## config.mk

```make
export PLATFORM = sky130hd
export DESIGN_NAME = priority_command_mux_with_timeout_unit
export DESIGN_NICKNAME = d
export VERILOG_FILES = /design/src/hdl/pcm_pkg.sv /design/src/hdl/priority_command_mux_with_timeout_unit.sv /design/src/hdl/pcm_cmp_unit.sv /design/src/hdl/pcm_vel_mem.sv /design/src/hdl/pcm_seq.sv
export SDC_FILE = /design/constraint.sdc
export NUM_CORES = 1
export LEC_CHECK = 0
export BUFFER_PORTS_ARGS = -buffer_cell sky130_fd_sc_hd__buf_2
export CAP_MARGIN = 15
export CORE_UTILIZATION = 30
export CTS_CLUSTER_DIAMETER = 40
export DETAILED_ROUTE_END_ITERATION = 6
export SLEW_MARGIN = 20
export SYNTH_ARGS = -nofsm -noshare
export SYNTH_HDL_FRONTEND = slang
export SYNTH_SLANG_ARGS = --single-unit
```

## constraint.sdc

```tcl
create_clock -name aclk -period 13.15 [get_ports aclk]
set_input_delay 1.315 -clock aclk [delete_from_list [all_inputs] [get_ports aclk]]
set_output_delay 1.315 -clock aclk [all_outputs]
set_load 0.1 [all_outputs]
```

## src/hdl/pcm_pkg.sv

```systemverilog
package pcm_pkg;

    localparam int NUM_COMP = 6;
    localparam int VEL_W    = 16;
    localparam int TIME_W   = 32;
    localparam int DB_W     = 15;
    localparam int TMO_W    = 16;
    localparam int MASK_W   = 4;
    localparam int CFG_IDX_W = 2;
    localparam int CFG_DAT_W = 16;

    // velocity component slots within one stored row
    localparam int COMP_LIN_X = 0;
    localparam int COMP_LIN_Y = 1;
    localparam int COMP_LIN_Z = 2;
    localparam int COMP_ANG_X = 3;
    localparam int COMP_ANG_Y = 4;
    localparam int COMP_ANG_Z = 5;

    // configuration register indexes
    localparam logic [CFG_IDX_W-1:0] CFG_DEADBAND = 2'd0;
    localparam logic [CFG_IDX_W-1:0] CFG_TIMEOUT  = 2'd1;
    localparam logic [CFG_IDX_W-1:0] CFG_DB_MASK  = 2'd2;

    localparam logic [DB_W-1:0]   DEADBAND_RST = 15'd51;
    localparam logic [TMO_W-1:0]  TIMEOUT_RST  = 16'd500;
    localparam logic [MASK_W-1:0] DB_MASK_RST  = 4'd1;

    // request codes
    localparam logic REQ_CMD  = 1'b0;
    localparam logic REQ_EVAL = 1'b1;

    typedef logic [NUM_COMP-1:0][VEL_W-1:0] vel_row_t;

    typedef enum logic [2:0] {
        ST_IDLE,
        ST_CMD_CHK,
        ST_CMD_DONE,
        ST_EVAL_AGE,
        ST_EVAL_READ,
        ST_EVAL_PUB
    } state_t;

    typedef struct packed {
        logic s_ready;
        logic chk;
        logic cmd_done;
        logic age;
        logic rd;
        logic pub;
    } seq_ctl_t;

endpackage

```

## src/hdl/priority_command_mux_with_timeout_unit.sv

```systemverilog
// Priority velocity command multiplexer with activity timeout. A command
// transfer (s_req_type 0) stores a six-component velocity for its source and
// marks it received; a source flagged in deadband_mask only becomes active
// (and restarts its timeout) when |lin_x|, |lin_y| or |ang_z| exceeds the
// deadband, any other source on every command. An evaluate transfer
// (s_req_type 1) expires active sources older than the timeout register
// (wrap-aware), picks the lowest-index active and received source and emits
// its velocity, or zero velocity when none, with a status-changed flag;
// nothing is emitted when the selection stays "none". Commands with a source
// index at or above NUM_SOURCES are dropped. Timing: one item at a time,
// s_ready high only when idle. A command steps through accept, three
// deadband checks and commit. An evaluate steps through accept, one source
// per cycle, row read and publish; publish waits while a previous result
// has not been taken. The deadband checks and the source walk share one
// subtract-and-compare unit that handles one comparison per cycle, and the
// velocity row memory has a single read port.
// Configuration writes are always accepted (cfg_ready is tied high).
module priority_command_mux_with_timeout_unit #(
    parameter int NUM_SOURCES = 4
) (
    input  logic                          aclk,
    input  logic                          aresetn,
    // configuration
    input  logic                          cfg_valid,
    output logic                          cfg_ready,
    input  logic [pcm_pkg::CFG_IDX_W-1:0] cfg_index,
    input  logic [pcm_pkg::CFG_DAT_W-1:0] cfg_data,
    // request channel
    input  logic                          s_valid,
    output logic                          s_ready,
    input  logic                          s_req_type,
    input  logic [1:0]                    s_source,
    input  logic signed [15:0]            s_lin_x,
    input  logic signed [15:0]            s_lin_y,
    input  logic signed [15:0]            s_lin_z,
    input  logic signed [15:0]            s_ang_x,
    input  logic signed [15:0]            s_ang_y,
    input  logic signed [15:0]            s_ang_z,
    input  logic [31:0]                   s_now_ms,
    // result channel
    output logic                          m_valid,
    input  logic                          m_ready,
    output logic signed [15:0]            m_out_lin_x,
    output logic signed [15:0]            m_out_lin_y,
    output logic signed [15:0]            m_out_lin_z,
    output logic signed [15:0]            m_out_ang_x,
    output logic signed [15:0]            m_out_ang_y,
    output logic signed [15:0]            m_out_ang_z,
    output logic                          m_source_valid,
    output logic [1:0]                    m_selected_source,
    output logic                          m_status_changed
);
    import pcm_pkg::*;

    localparam int SRC_W  = (NUM_SOURCES > 1) ? $clog2(NUM_SOURCES) : 1;
    localparam int CNT_W  = $clog2(NUM_SOURCES + 1);
    localparam int STEP_W = (CNT_W > 2) ? CNT_W : 2;

    // configuration registers
    logic [DB_W-1:0]   deadband_reg;
    logic [TMO_W-1:0]  timeout_reg;
    logic [MASK_W-1:0] db_mask_reg;

    // captured request
    logic [1:0]        src_reg;
    vel_row_t          vel_reg;
    logic [TIME_W-1:0] now_reg;
    logic              hit_reg;

    // per-source state
    logic [NUM_SOURCES-1:0] active_reg;
    logic [NUM_SOURCES-1:0] recv_reg;
    logic [TIME_W-1:0]      last_reg [NUM_SOURCES];

    // selection bookkeeping
    logic             sel_valid_reg;
    logic [SRC_W-1:0] sel_idx_reg;
    logic             prev_valid_reg;
    logic [SRC_W-1:0] prev_idx_reg;

    // result register
    logic        m_valid_reg;
    vel_row_t    m_vel_reg;
    logic        m_src_valid_reg;
    logic [1:0]  m_sel_reg;
    logic        m_changed_reg;

    seq_ctl_t          ctl;
    logic [STEP_W-1:0] step;
    logic              s_xfer;
    logic              src_ok;
    logic              pub_done;
    logic              emit;
    logic              changed;
    logic              m_free;
    logic [SRC_W-1:0]  age_idx;
    logic [SRC_W-1:0]  cmd_idx;
    logic              flagged;
    logic              keep;

    logic [VEL_W-1:0]  chk_val;
    logic [VEL_W:0]    chk_mag;
    logic [TIME_W-1:0] cu_a, cu_b, cu_lim;
    logic              cu_gt;
    vel_row_t          rd_row;

    assign cfg_ready = 1'b1;
    assign s_ready   = ctl.s_ready;
    assign s_xfer    = s_valid && ctl.s_ready;
    assign src_ok    = {3'b000, s_source} < 5'(NUM_SOURCES);

    assign age_idx = step[SRC_W-1:0];
    assign cmd_idx = SRC_W'(src_reg);
    assign flagged = db_mask_reg[src_reg];

    // --- sequencer -------------------------------------------------------
    pcm_seq #(
        .NUM_SOURCES (NUM_SOURCES),
        .STEP_W      (STEP_W)
    ) u_seq (
        .aclk     (aclk),
        .aresetn  (aresetn),
        .s_valid  (s_valid),
        .req_type (s_req_type),
        .src_ok   (src_ok),
        .pub_done (pub_done),
        .ctl      (ctl),
        .step     (step)
    );

    // --- shared compare unit ---------------------------------------------
    // During the deadband check it sees |component| - 0 > deadband; during
    // the source walk it sees (now - last activity) > timeout.
    always_comb begin
        case (step[1:0])
            2'd0:    chk_val = vel_reg[COMP_LIN_X];
            2'd1:    chk_val = vel_reg[COMP_LIN_Y];
            default: chk_val = vel_reg[COMP_ANG_Z];
        endcase
    end

    // 17-bit magnitude, so the most negative value maps to 32768
    assign chk_mag = chk_val[VEL_W-1] ? (17'd0 - {1'b1, chk_val}) : {1'b0, chk_val};

    always_comb begin
        if (ctl.chk) begin
            cu_a   = TIME_W'(chk_mag);
            cu_b   = '0;
            cu_lim = TIME_W'(deadband_reg);
        end else begin
            cu_a   = now_reg;
            cu_b   = last_reg[age_idx];
            cu_lim = TIME_W'(timeout_reg);
        end
    end

    pcm_cmp_unit u_cmp (
        .a   (cu_a),
        .b   (cu_b),
        .lim (cu_lim),
        .gt  (cu_gt)
    );

    // --- velocity rows -----------------------------------------------------
    pcm_vel_mem #(
        .DEPTH (NUM_SOURCES),
        .AW    (SRC_W)
    ) u_mem (
        .aclk  (aclk),
        .we    (ctl.cmd_done),
        .waddr (cmd_idx),
        .wdata (vel_reg),
        .re    (ctl.rd),
        .raddr (sel_idx_reg),
        .rdata (rd_row)
    );

    // --- publish decision --------------------------------------------------
    assign changed  = (sel_valid_reg != prev_valid_reg) ||
                      (sel_valid_reg && (sel_idx_reg != prev_idx_reg));
    assign emit     = sel_valid_reg || changed;
    assign m_free   = !m_valid_reg || m_ready;
    assign pub_done = ctl.pub && (m_free || !emit);

    // keep the walked source active unless its age is past the timeout
    assign keep = active_reg[age_idx] && !cu_gt;

    // --- configuration -----------------------------------------------------
    always_ff @(posedge aclk) begin
        if (!aresetn) begin
            deadband_reg <= DEADBAND_RST;
            timeout_reg  <= TIMEOUT_RST;
            db_mask_reg  <= DB_MASK_RST;
        end else if (cfg_valid) begin
            case (cfg_index)
                CFG_DEADBAND: deadband_reg <= cfg_data[DB_W-1:0];
                CFG_TIMEOUT:  timeout_reg  <= cfg_data[TMO_W-1:0];
                CFG_DB_MASK:  db_mask_reg  <= cfg_data[MASK_W-1:0];
                default: ;
            endcase
        end
    end

    // --- captured request (payload, no reset) ------------------------------
    always_ff @(posedge aclk) begin
        if (s_xfer) begin
            src_reg              <= s_source;
            vel_reg[COMP_LIN_X]  <= s_lin_x;
            vel_reg[COMP_LIN_Y]  <= s_lin_y;
            vel_reg[COMP_LIN_Z]  <= s_lin_z;
            vel_reg[COMP_ANG_X]  <= s_ang_x;
            vel_reg[COMP_ANG_Y]  <= s_ang_y;
            vel_reg[COMP_ANG_Z]  <= s_ang_z;
            now_reg              <= s_now_ms;
        end
    end

    // --- per-source state and selection ------------------------------------
    always_ff @(posedge aclk) begin
        if (!aresetn) begin
            active_reg     <= '0;
            recv_reg       <= '0;
            hit_reg        <= 1'b0;
            sel_valid_reg  <= 1'b0;
            sel_idx_reg    <= '0;
            prev_valid_reg <= 1'b0;
            prev_idx_reg   <= '0;
            for (int i = 0; i < NUM_SOURCES; i++) begin
                last_reg[i] <= '0;
            end
        end else begin
            if (s_xfer) begin
                hit_reg       <= 1'b0;
                sel_valid_reg <= 1'b0;
                sel_idx_reg   <= '0;
            end
            // accumulate the deadband checks
            if (ctl.chk && cu_gt) begin
                hit_reg <= 1'b1;
            end
            // commit a command
            if (ctl.cmd_done) begin
                recv_reg[cmd_idx] <= 1'b1;
                if (!flagged || hit_reg) begin
                    active_reg[cmd_idx] <= 1'b1;
                    last_reg[cmd_idx]   <= now_reg;
                end
            end
            // walk sources: expire, then take the first survivor
            if (ctl.age) begin
                active_reg[age_idx] <= keep;
                if (keep && recv_reg[age_idx] && !sel_valid_reg) begin
                    sel_valid_reg <= 1'b1;
                    sel_idx_reg   <= age_idx;
                end
            end
            if (pub_done) begin
                prev_valid_reg <= sel_valid_reg;
                prev_idx_reg   <= sel_idx_reg;
            end
        end
    end

    // --- result register ---------------------------------------------------
    always_ff @(posedge aclk) begin
        if (!aresetn) begin
            m_valid_reg <= 1'b0;
        end else if (pub_done && emit) begin
            m_valid_reg <= 1'b1;
        end else if (m_ready) begin
            m_valid_reg <= 1'b0;
        end
    end

    always_ff @(posedge aclk) begin
        if (pub_done && emit) begin
            m_vel_reg       <= sel_valid_reg ? rd_row : '0;
            m_src_valid_reg <= sel_valid_reg;
            m_sel_reg       <= sel_valid_reg ? 2'(sel_idx_reg) : 2'd0;
            m_changed_reg   <= changed;
        end
    end

    assign m_valid           = m_valid_reg;
    assign m_out_lin_x       = m_vel_reg[COMP_LIN_X];
    assign m_out_lin_y       = m_vel_reg[COMP_LIN_Y];
    assign m_out_lin_z       = m_vel_reg[COMP_LIN_Z];
    assign m_out_ang_x       = m_vel_reg[COMP_ANG_X];
    assign m_out_ang_y       = m_vel_reg[COMP_ANG_Y];
    assign m_out_ang_z       = m_vel_reg[COMP_ANG_Z];
    assign m_source_valid    = m_src_valid_reg;
    assign m_selected_source = m_sel_reg;
    assign m_status_changed  = m_changed_reg;

    // --- assertions --------------------------------------------------------
    a_none_means_change: assert property (@(posedge aclk) disable iff (!aresetn)
        m_valid |-> (m_source_valid || m_status_changed))
        else $error("result with no source and no status change");

    a_none_is_zero: assert property (@(posedge aclk) disable iff (!aresetn)
        (m_valid && !m_source_valid) |->
            (m_out_lin_x == 16'sd0 && m_out_ang_z == 16'sd0 && m_selected_source == 2'd0))
        else $error("empty selection carries nonzero payload");

    a_sel_received: assert property (@(posedge aclk) disable iff (!aresetn)
        (ctl.pub && sel_valid_reg) |-> recv_reg[sel_idx_reg])
        else $error("selected source never received a command");

    a_prev_hold: assert property (@(posedge aclk) disable iff (!aresetn)
        !pub_done |=> $stable(prev_valid_reg) && $stable(prev_idx_reg))
        else $error("previous selection moved outside publish");

endmodule

```

## src/hdl/pcm_cmp_unit.sv

```systemverilog
module pcm_cmp_unit (
    input  logic [pcm_pkg::TIME_W-1:0] a,
    input  logic [pcm_pkg::TIME_W-1:0] b,
    input  logic [pcm_pkg::TIME_W-1:0] lim,
    output logic                       gt
);
    import pcm_pkg::*;

    logic [TIME_W-1:0] diff;

    // modular difference, then unsigned compare against the limit
    assign diff = a - b;
    assign gt   = diff > lim;

endmodule

```

## src/hdl/pcm_vel_mem.sv

```systemverilog
module pcm_vel_mem #(
    parameter int DEPTH = 4,
    parameter int AW    = 2
) (
    input  logic                aclk,
    input  logic                we,
    input  logic [AW-1:0]       waddr,
    input  pcm_pkg::vel_row_t   wdata,
    input  logic                re,
    input  logic [AW-1:0]       raddr,
    output pcm_pkg::vel_row_t   rdata
);
    import pcm_pkg::*;

    vel_row_t mem [DEPTH];
    vel_row_t rdata_reg;

    always_ff @(posedge aclk) begin
        if (we) begin
            mem[waddr] <= wdata;
        end
        if (re) begin
            rdata_reg <= mem[raddr];
        end
    end

    assign rdata = rdata_reg;

endmodule

```

## src/hdl/pcm_seq.sv

```systemverilog
module pcm_seq #(
    parameter int NUM_SOURCES = 4,
    parameter int STEP_W      = 3
) (
    input  logic              aclk,
    input  logic              aresetn,
    input  logic              s_valid,
    input  logic              req_type,
    input  logic              src_ok,
    input  logic              pub_done,
    output pcm_pkg::seq_ctl_t ctl,
    output logic [STEP_W-1:0] step
);
    import pcm_pkg::*;

    localparam logic [STEP_W-1:0] LAST_SRC  = STEP_W'(NUM_SOURCES - 1);
    localparam logic [STEP_W-1:0] LAST_COMP = STEP_W'(2);

    state_t            state_reg, state_next;
    logic [STEP_W-1:0] step_reg, step_next;

    always_comb begin
        state_next = state_reg;
        step_next  = '0;
        case (state_reg)
            ST_IDLE: begin
                if (s_valid) begin
                    if (req_type == REQ_EVAL) begin
                        state_next = ST_EVAL_AGE;
                    end else if (src_ok) begin
                        state_next = ST_CMD_CHK;
                    end
                end
            end
            ST_CMD_CHK: begin
                step_next = step_reg + 1'b1;
                if (step_reg == LAST_COMP) begin
                    state_next = ST_CMD_DONE;
                end
            end
            ST_CMD_DONE: begin
                state_next = ST_IDLE;
            end
            ST_EVAL_AGE: begin
                step_next = step_reg + 1'b1;
                if (step_reg == LAST_SRC) begin
                    state_next = ST_EVAL_READ;
                end
            end
            ST_EVAL_READ: begin
                state_next = ST_EVAL_PUB;
            end
            ST_EVAL_PUB: begin
                if (pub_done) begin
                    state_next = ST_IDLE;
                end
            end
            default: begin
                state_next = ST_IDLE;
            end
        endcase
    end

    always_comb begin
        ctl = '0;
        case (state_reg)
            ST_IDLE:      ctl.s_ready  = 1'b1;
            ST_CMD_CHK:   ctl.chk      = 1'b1;
            ST_CMD_DONE:  ctl.cmd_done = 1'b1;
            ST_EVAL_AGE:  ctl.age      = 1'b1;
            ST_EVAL_READ: ctl.rd       = 1'b1;
            ST_EVAL_PUB:  ctl.pub      = 1'b1;
            default:      ctl          = '0;
        endcase
    end

    always_ff @(posedge aclk) begin
        if (!aresetn) begin
            state_reg <= ST_IDLE;
            step_reg  <= '0;
        end else begin
            state_reg <= state_next;
            step_reg  <= step_next;
        end
    end

    assign step = step_reg;

endmodule
```

-- Word-level counts from Yosys, hierarchy flattened
Memories as Yosys holds them, arrays and structs flattened. A register that Yosys moved wholly into a read port is not among the register bits.
Cells that the tools add are included.
- register bits: 287
- memories: 2
- input bits: 154
- word-level logic and storage cells: 143
- bits in writable memories: 512
- output and inout port bits: 103
- memory list (memory ; words ; bits a word ; rd ports ; clocked after Yosys merged registers in ; write ports ; RTL line ; source):
    u_mem.mem ; 4 ; 96 ; 1 ; 1 ; 1 ; pcm_vel_mem.sv:15 ; vel_row_t mem [DEPTH];
    last_reg ; 4 ; 32 ; 1 ; 1 ; 4 ; priority_command_mux_with_timeout_unit.sv:73 ; logic [TIME_W-1:0] last_reg [NUM_SOURCES];
- add/subtract/negate cells: 3
- bitwise operators: 2
- order comparisons: 5
- eq/ne operators: 16
- mux-type cells: 53
- reductions and logical operators: 32
- operators with widths (operator ; count):
    32-bit 2-to-1 mux ; 3
    32-bit by 16-bit > comparator with 1-bit output ; 1
    16-bit one-hot mux with 2 select lines ; 1
    32-bit OR reduction ; 1
    32-bit subtractor ; 1
    1-bit 2-to-1 mux ; 26
    17-bit 2-to-1 mux ; 1
    1-bit by 17-bit subtractor with 17-bit output (first input constant) ; 1
    16-bit 2-to-1 mux ; 1
    4-bit 2-to-1 mux ; 4
    3-bit one-hot mux with 5 select lines ; 1
    3-bit by 2-bit == test with 1-bit output (second input constant) ; 4
    2-bit 2-to-1 mux ; 6
    3-bit 2-to-1 mux ; 4
    1-bit logical AND ; 10
    4-bit OR ; 2
    2-bit AND reduction ; 4
    1-bit binary-select mux with 2-bit select ; 3
    3-bit == test (second input constant) ; 2
    2-bit by 3-bit less-than comparator with 1-bit output (second input constant) ; 2
    1-bit zero test ; 5
    1-bit logical OR ; 5
    4-bit bitwise mux ; 1
    1-bit demux with 2-bit select ; 2
    other kinds (14) ; 20

-- Logic depth before layout (Yosys ltp)
Gate-level depths: netlist of run 1.
- word-level depth: 13
- depth in mapped cells: 31
- gate-level depth less buffers: 28

-- Cells and area by module
From an unflattened synthesis of run 1, not the netlist that was laid out.
- cell total of the unflattened synthesis: 2110
- area total of the unflattened synthesis: 36316.1 um^2
- modules (own cells, without submodules) (module ; instances ; seq. area each (um^2) ; area each (um^2) ; cells an instance):
    pcm_vel_mem ; 1 ; 14413.8 ; 16772.3 ; 602
    priority_command_mux_with_timeout_unit ; 1 ; 11771.3 ; 16584.7 ; 1100
    pcm_cmp_unit ; 1 ; 0.0 ; 2611.3 ; 367
    pcm_seq ; 1 ; 120.1 ; 347.8 ; 41

-- Least setup slack after synthesis of run 1
Ideal clock, no wire load.
- path type: reg2reg
- start: register u_seq.state_reg[1]
- end: memory last_reg[2][0] (enable)
- path slack: 6.172 ns
- stages on the path, launching flop included: 8
- path buffers: 2
- clock period less this slack: 6.978 ns
- required time: 12.761 ns
- library setup time: 0.389 ns
- arrival time: 6.588 ns
- cells stage by stage: dfxtp_1 -> clkbuf_1 -> and2_1 -> nand2_1 -> nor2_1 -> nand2_1 -> clkbuf_1 -> nand2_1
- RTL lines (item ; RTL line ; source):
    from (decl) ; pcm_seq.sv:19 ; state_t state_reg, state_next;
    from (signal assigned) ; pcm_seq.sv:82 ; state_reg <= state_next;
    to (decl) ; priority_command_mux_with_timeout_unit.sv:73 ;

-- Final worst setup path of run 1
- start: register u_seq.step_reg[0] (netlist: u_seq.step[0])
- end: register hit_reg
- longest elaborated chain between the ends: 9
- elaborated cells on any way between the ends: 11
- classes of those cells: add/sub: 2; order compare: 1; eq/ne: 1; mux: 4; reduce/logical: 3
- RTL lines (item ; RTL line ; source):
    from (decl) ; pcm_seq.sv:20 ; logic [STEP_W-1:0] step_reg, step_next;
    from (signal assigned) ; pcm_seq.sv:83 ; step_reg <= step_next;
    2-bit by 1-bit == test with 1-bit output or 2-bit zero test (tied branches) ; priority_command_mux_with_timeout_unit.sv:135 ; case (step[1:0])
    16-bit one-hot mux with 2 select lines (*) ; priority_command_mux_with_timeout_unit.sv:135 ;
    1-bit by 17-bit subtractor with 17-bit output ; priority_command_mux_with_timeout_unit.sv:143 ; assign chk_mag = chk_val[VEL_W-1] ? (17'd0 - {1'b1, chk_val}) : {1'b0, chk_val};
    17-bit 2-to-1 mux (*) ; priority_command_mux_with_timeout_unit.sv:143 ;
    32-bit 2-to-1 mux (*) ; priority_command_mux_with_timeout_unit.sv:146 ; if (ctl.chk) begin
    32-bit subtractor (*) ; pcm_cmp_unit.sv:12 ; assign diff = a - b;
    32-bit by 16-bit > comparator with 1-bit output (*) ; pcm_cmp_unit.sv:13 ; assign gt = diff > lim;
    1-bit logical AND (*) ; priority_command_mux_with_timeout_unit.sv:238 ; if (ctl.chk && cu_gt) begin
    1-bit 2-to-1 mux or 2-bit nonzero test (tied branches) ; n/a ;
    to (signal assigned) ; priority_command_mux_with_timeout_unit.sv:223 ; hit_reg <= 1'b0;
    to (signal assigned) ; priority_command_mux_with_timeout_unit.sv:233 ; hit_reg <= 1'b0;
    to (signal assigned) ; priority_command_mux_with_timeout_unit.sv:239 ; hit_reg <= 1'b1;
    to (decl) ; priority_command_mux_with_timeout_unit.sv:68 ; logic hit_reg;
Every way passes the cells marked *; elsewhere a longest branch is shown, timed or not.
A chain may end at the register's enable or synchronous reset.

==> results of run 1 <==
cell usage after synthesis (3+ instances only):
| master | number | area, µm² |
|---|---|---|
| nor2b_1 | 9 | 56.3 |
| inv_1 | 50 | 188 |
| nand3_1 | 24 | 120 |
| nor4_1 | 4 | 25.0 |
| a221oi_1 | 6 | 52.6 |
| clkbuf_1 | 69 | 259 |
| xnor2_1 | 19 | 166 |
| o21a_1 | 9 | 67.6 |
| mux2_2 | 3 | 33.8 |
| o21bai_1 | 4 | 30.0 |
| and2_1 | 118 | 738 |
| o21ai_0 | 33 | 165 |
| o21ai_1 | 4 | 20.0 |
| or3_1 | 4 | 25.0 |
| a31oi_1 | 6 | 37.5 |
| mux2i_1 | 24 | 240 |
| o211ai_1 | 4 | 30.0 |
| buf_1 | 17 | 63.8 |
| o211a_1 | 3 | 30.0 |
| and3_1 | 10 | 62.6 |
| buf_6 | 4 | 45.0 |
| edfxtp_1 | 838 | 25200 |
| a311oi_1 | 4 | 35.0 |
| a22oi_1 | 5 | 37.5 |
| nand2_1 | 196 | 736 |
| and4_1 | 3 | 26.3 |
| a21oi_1 | 71 | 355 |
| a211oi_1 | 3 | 22.5 |
| mux4_2 | 131 | 2950 |
| dfxtp_1 | 57 | 1140 |
| buf_4 | 3 | 22.5 |
| a2111o_1 | 3 | 33.8 |
| nand2b_1 | 9 | 56.3 |
| nand4_1 | 16 | 100 |
| a21oi_2 | 5 | 43.8 |
| xor2_1 | 18 | 158 |
| nor2_1 | 150 | 563 |
| nor3_1 | 8 | 40.0 |
| nand3b_1 | 3 | 22.5 |
| ha_1 | 54 | 676 |
| a21o_1 | 15 | 113 |
| buf_2 | 8 | 40.0 |
| a22o_1 | 14 | 123 |
power by group through the flow:
stage	registers [µW]	logic [µW]	clock network, µW
after floorplan	3320	511	0
after global placement	3370	695	0
after detailed placement	3370	694	0
after CTS	3310	698	3280
after global routing	3320	768	3390
final	3310	695	3200
path summary, 6_finish.rpt:
check                                  endpoint            start  depth (start not counted)  slack (ns)
worst max-delay path                    hit_reg    u_seq.step[0]                         27        5.07
worst min register to register  deadband_reg[3]  deadband_reg[3]                          2        0.45
worst min-delay path            deadband_reg[3]  deadband_reg[3]                          2        0.45
worst max register to register          hit_reg    u_seq.step[0]                         27        5.07
routing by layer:
metal / part of all wire / GRT usage
met1: 0.44 / 0.195
met2: 0.48 / 0.232
met3: 0.066 / 0.0302
met4: 0.019 / 0.0364
met5: 0 / 0
through the flow:
step	setup WS (ns)	utilization
2_1_floorplan	6.17	-
3_3_place_gp	5.28	0.329
3_5_place_dp	5.10	0.329
4_1_cts	5.07	0.364
5_1_grt	4.20	0.364
6_report	5.07	0.364
kinds of logic after synthesis:
logic type               after synthesis  synth area share
XOR/XNOR                              37           0.00916
adder cells (fa/ha/maj)               55            0.0197
flip-flops                           895             0.743
buffers and inverters                152            0.0176
AND/OR/NAND/NOR                      569            0.0767
other                                  1          0.000106
AO/OA/AOI/OAI                        219            0.0424
multiplexers                         158            0.0911
final cells by class:
| class | count | share of cell area |
|---|---|---|
| multi-input cells | 1039 | 0.200 |
| flip-flops and latches | 895 | 0.620 |
| well taps | 1524 | 0.0449 |
| clock buffers | 130 | 0.0718 |
| inverters | 51 | 0.00475 |
| diodes | 2 | 0.000118 |
| clock inverters | 90 | 0.0240 |
| repair buffers | 277 | 0.0340 |
worst max-delay path, stage by stage (launching register included):
cell,delay (ns)
dfxtp_4,0.87
ha_1,0.68
nor2_1,0.38
a21oi_1,0.37
ha_1,0.25
and3_1,0.20
nand3_1,0.13
nor4_1,0.34
nand2_1,0.12
o21ai_0,0.22
xnor2_1,0.15
o21ai_0,0.11
ha_1,0.47
and4_1,0.24
nand3_1,0.08
o2bb2ai_1,0.26
nor2_1,0.09
xnor2_1,0.21
ha_1,0.28
nand4_1,0.13
nor2_1,0.07
a221oi_1,0.26
o211ai_1,0.14
a2111o_1,0.39
or4_4,0.55
nor4_2,0.61
a31oi_1,0.17
o21a_1,0.21
==> qor.txt, run 1 <==
Remaining antenna violation count: 0
FMAX: 124 MHz
Worst Max-Slew Pin Slew: 1.08 ns
Row cnt: 125
Vias in the first global route: 19,015
Failing checks: design-rule violations
Global route overflow: 0
Ports: 257
Post-synth top flop: edfxtp_1
Global-route wire length before repair: 127,000 µm
CTS Buf Count: 117
Max reg flops: 384
Async set or reset register ratio after synthesis: 0
Worst-path clk slew: 0.06 ns
Cell Area, Synth: 0.0354 mm²
FF/Latch Area: 0.0263 mm²
Max-cap viol count: 0
Combinational power share: 0.096
Most frequent cells in the layout: edfxtp_1, buf_2, nand2_1, nor2_1, mux4_2
Post-synth EDFFs: 838
Clock sinks: 895
Bufs on Longest Clock Path: 3
Number of remaining DRC errors: 1
CTS tree: yes
Final hold violation count: 0
Post-Synthesis Cells: 2,086
Peak VDD IR: 0.110 mV
PostCTS Resize Cnt: 0
Htree depth: 3
Starting Density: 0.304
Post-synthesis sequential area ratio: 0.743
WS Path Type: register to register
Cell variety after synth: 84
Final setup skew: 0.0705 ns
Status: finished with violations
Port bufs: 255
Iter 0 DRT Violations: 1,783
Number of setup buffers added after CTS: 0
Hold-fix buffers, CTS: 0
Avg WL per Cell: 21.6 µm
Skew-Pair Late Insertion Delay: 0.72 ns
Die area: 0.119 mm²
Final setup fails: 0
Multi-input logic area: 0.00850 mm²
Final Non-Filler Cells: 4,008
Vias per cell: 4.74
Final #Nets: 2,590
Int Pwr: 5390 µW
#FFs+latches synth: 895
Minimum clock period: 8.08 ns
Psw: 1820 µW
Final hold slack: 0.452 ns
Tot Pwr: 7210 µW
Tightest Hold Check Type: register to register
Critical path capture point type: register
Final Cycle Share: 0.615
Clock network power share: 0.444
Finished Cell Area: 0.0424 mm²
Pre-antenna DRT Iters: 7
Die width: 345 µm
Power per cell area: 170 mW/mm²
DR vias: 18,985
Largest net degree at the start of global routing: 94
Initial antenna violation count: 7
Crit-path max FO: 39
Clock Root Buffer: clkbuf_16
RSZ-0062 raised after global routing: false
Avg Cell Area, Syn: 17.0 µm²
Worst Path Arrival: 8.65 ns
Layout fillers: 10,885
Slew HR: 0.283
HPWL after DPL: 54,300 µm
Static Leakage: 0.0145 µW
Placed Instances: 3,786
Setup_tns: 0 ns
Most common cell after layout, fill and taps aside: edfxtp_1
Post-Syn Nets: 2,295
Post-DP Area: 0.0384 mm²
Layout cells sized above 1: 0.263
Worst path required time: 13.71 ns
Core area: 0.117 mm²
Yosys warns: 0
Die H: 345 µm
Flop pwr share: 0.459
Area Overhead vs Synth: 19.9%
Gpl congestion: 0.867
Critical Path Source Type: register
Net Sw Frac: 0.253
Aggregate global-route resource usage: 0.143
DRT Wirelength: 86,800 µm
Max-slew violations: 0
Power figures use the tool's default switching activity.
==> run 2, diff against run 1 <==
Clock period 13.15 ns to 6.7 ns, I/O delays scaled along.
==> run 2 against run 1 <==
Net effect: largest cell class unchanged; register-to-register slack got worse by 4.7 ns; critical path type unchanged; first-iteration DRC count shrank 1.9%; worst hold slack lost 0.33 ns; clock skew down 0.043 ns; critical path depth grew 3; combinational power increased by 110%; cell count is 1.3% higher; setup slack worse by 4.7 ns; the run now ends clean; routed wire length up 0.51%; cell area is 1.8% higher; non-clock buffer count grew 28.
==> qor.txt, run 2 (synthesized netlist as in run 1, its figures left out) <==
Status: finished clean
Clock Root Buffer: clkbuf_16
Number of remaining DRC errors: 0
Clock sinks: 895
Ports: 257
Final setup fails: 0
Tot Pwr: 14,900 µW
DRT Wirelength: 87,200 µm
Remaining antenna violation count: 0
Aggregate global-route resource usage: 0.145
Combinational power share: 0.100
WS Path Type: register to register
Psw: 3780 µW
Avg WL per Cell: 21.5 µm
Largest net degree at the start of global routing: 99
Power per cell area: 344 mW/mm²
Final Non-Filler Cells: 4,059
CTS tree: yes
Row cnt: 125
Starting Density: 0.304
Met3 WL: 7450 µm
Net Sw Frac: 0.254
Critical Path Source Type: register
Pre-antenna DRT Iters: 5
Core area: 0.117 mm²
Htree depth: 4
Final setup skew: 0.0280 ns
Layout fillers: 10,842
Static Leakage: 0.0148 µW
Int Pwr: 11,100 µW
Worst Max-Slew Pin Slew: 1.06 ns
Peak VDD IR: 0.253 mV
CTS Buf Count: 132
Max reg flops: 384
Slew HR: 0.292
Port bufs: 255
Worst Path Arrival: 6.91 ns
FF-to-FF setup slack: 0.40 ns
FMAX: 159 MHz
Routed wire length on met2: 40,200 µm
Max-cap viol count: 0
Flop pwr share: 0.436
Skew-Pair Late Insertion Delay: 0.73 ns
Layout cells sized above 1: 0.291
Tightest Hold Check Type: input port to register
Initial antenna violation count: 13
Most common cell after layout, fill and taps aside: edfxtp_1
Most frequent cells in the layout: edfxtp_1, buf_2, nand2_1, nor2_1, clkbuf_16
Placed Instances: 3,805
Iter 0 DRT Violations: 1,750
Hold-fix buffers, CTS: 0
Uppermost routed layer: met5
Minimum clock period: 6.30 ns
Worst path required time: 7.31 ns
Max-slew violations: 0
CP max stage delay: 0.54 ns
Critical path capture point type: register
Area Overhead vs Synth: 22.1%
HPWL after DPL: 54,100 µm
Final hold violation count: 0
Final Cycle Share: 0.940
Die width: 345 µm
Final #Nets: 2,633
Die area: 0.119 mm²
WL met1: 37,300 µm
Gpl congestion: 0.917
Clock network power share: 0.464
Worst-path clk slew: 0.06 ns
Bufs on Longest Clock Path: 3
Crit-path max FO: 14
Global route overflow: 0
DR vias: 19,246
Die H: 345 µm
Vias per cell: 4.74
Slowest stage cell, crit path: or4_4
Vias in the first global route: 19,220
Global-route wire length before repair: 127,000 µm
[run 2: power by group through the flow]
stage          clock [µW]  sequential [µW]  combinational [µW]
5_1_grt              7290             6490                1630
6_report             6890             6480                1490
3_5_place_dp            0             6590                1440
4_1_cts              7050             6480                1450
3_3_place_gp            0             6590                1440
2_1_floorplan           0             6520                1000
[run 2: worst max-delay path, delay by kind of cell (launching register included)]
kind / cells / cell delay [ns]
adder cells (fa/ha/maj): 3 / 0.92
flip-flops: 1 / 0.33
AND/OR/NAND/NOR: 13 / 2.29
AO/OA/AOI/OAI: 8 / 1.67
buffers and inverters: 4 / 0.58
XOR/XNOR: 2 / 0.36
[run 2: repair_timing]
action | CTS | global route
resized for setup | 0 | 27
buffers inserted | 0 | 9
endpoints found under the setup margin | 0 | 8
[run 2: area by class of cell]
type | count | area, µm² | area share
Antenna cell | 5 | 12.5 | 0.000290
Clock buffer | 143 | 3400 | 0.0786
Clock inverter | 97 | 1100 | 0.0255
Inverter | 51 | 201 | 0.00466
Multi-Input combinational cell | 1039 | 8600 | 0.199
Sequential cell | 895 | 26300 | 0.609
Tap cell | 1524 | 1910 | 0.0441
Timing Repair Buffer | 305 | 1680 | 0.0388
[run 2: path summary, 6_finish.rpt]
| check | startpoint | end | cells after the start |
|---|---|---|---|
| hold / removal | s_lin_z[4] | vel_reg[36] | 1 |
| hold reg to reg | deadband_reg[9] | deadband_reg[9] | 2 |
| setup reg to reg | u_seq.step[0] | active_reg[1] | 30 |
| setup / recovery | u_seq.step[0] | active_reg[1] | 30 |
[run 2: layer usage]
layer | GRT usage | vias to the layer above
met2 | 0.224 | 718
met3 | 0.0390 | 142
met5 | 0 | -
met4 | 0.0510 | 2
met1 | 0.196 | 9667
li1 | - | 8717
[run 2: stage by stage]
step	setup WS [ns]	util	cell area, µm²	setup TNS [ns]	hold WS (ns)
finish	0.403	0.371	43200	0	0.117
CTS	0.0659	0.369	43000	0	0.0550
floorplan	0.0402	-	35400	0	0.428
detailed placement	0.157	0.331	38500	0	0.449
global route	-0.0224	0.371	43200	-0.0289	0.0721
global placement	0.199	0.331	38500	0	0.443
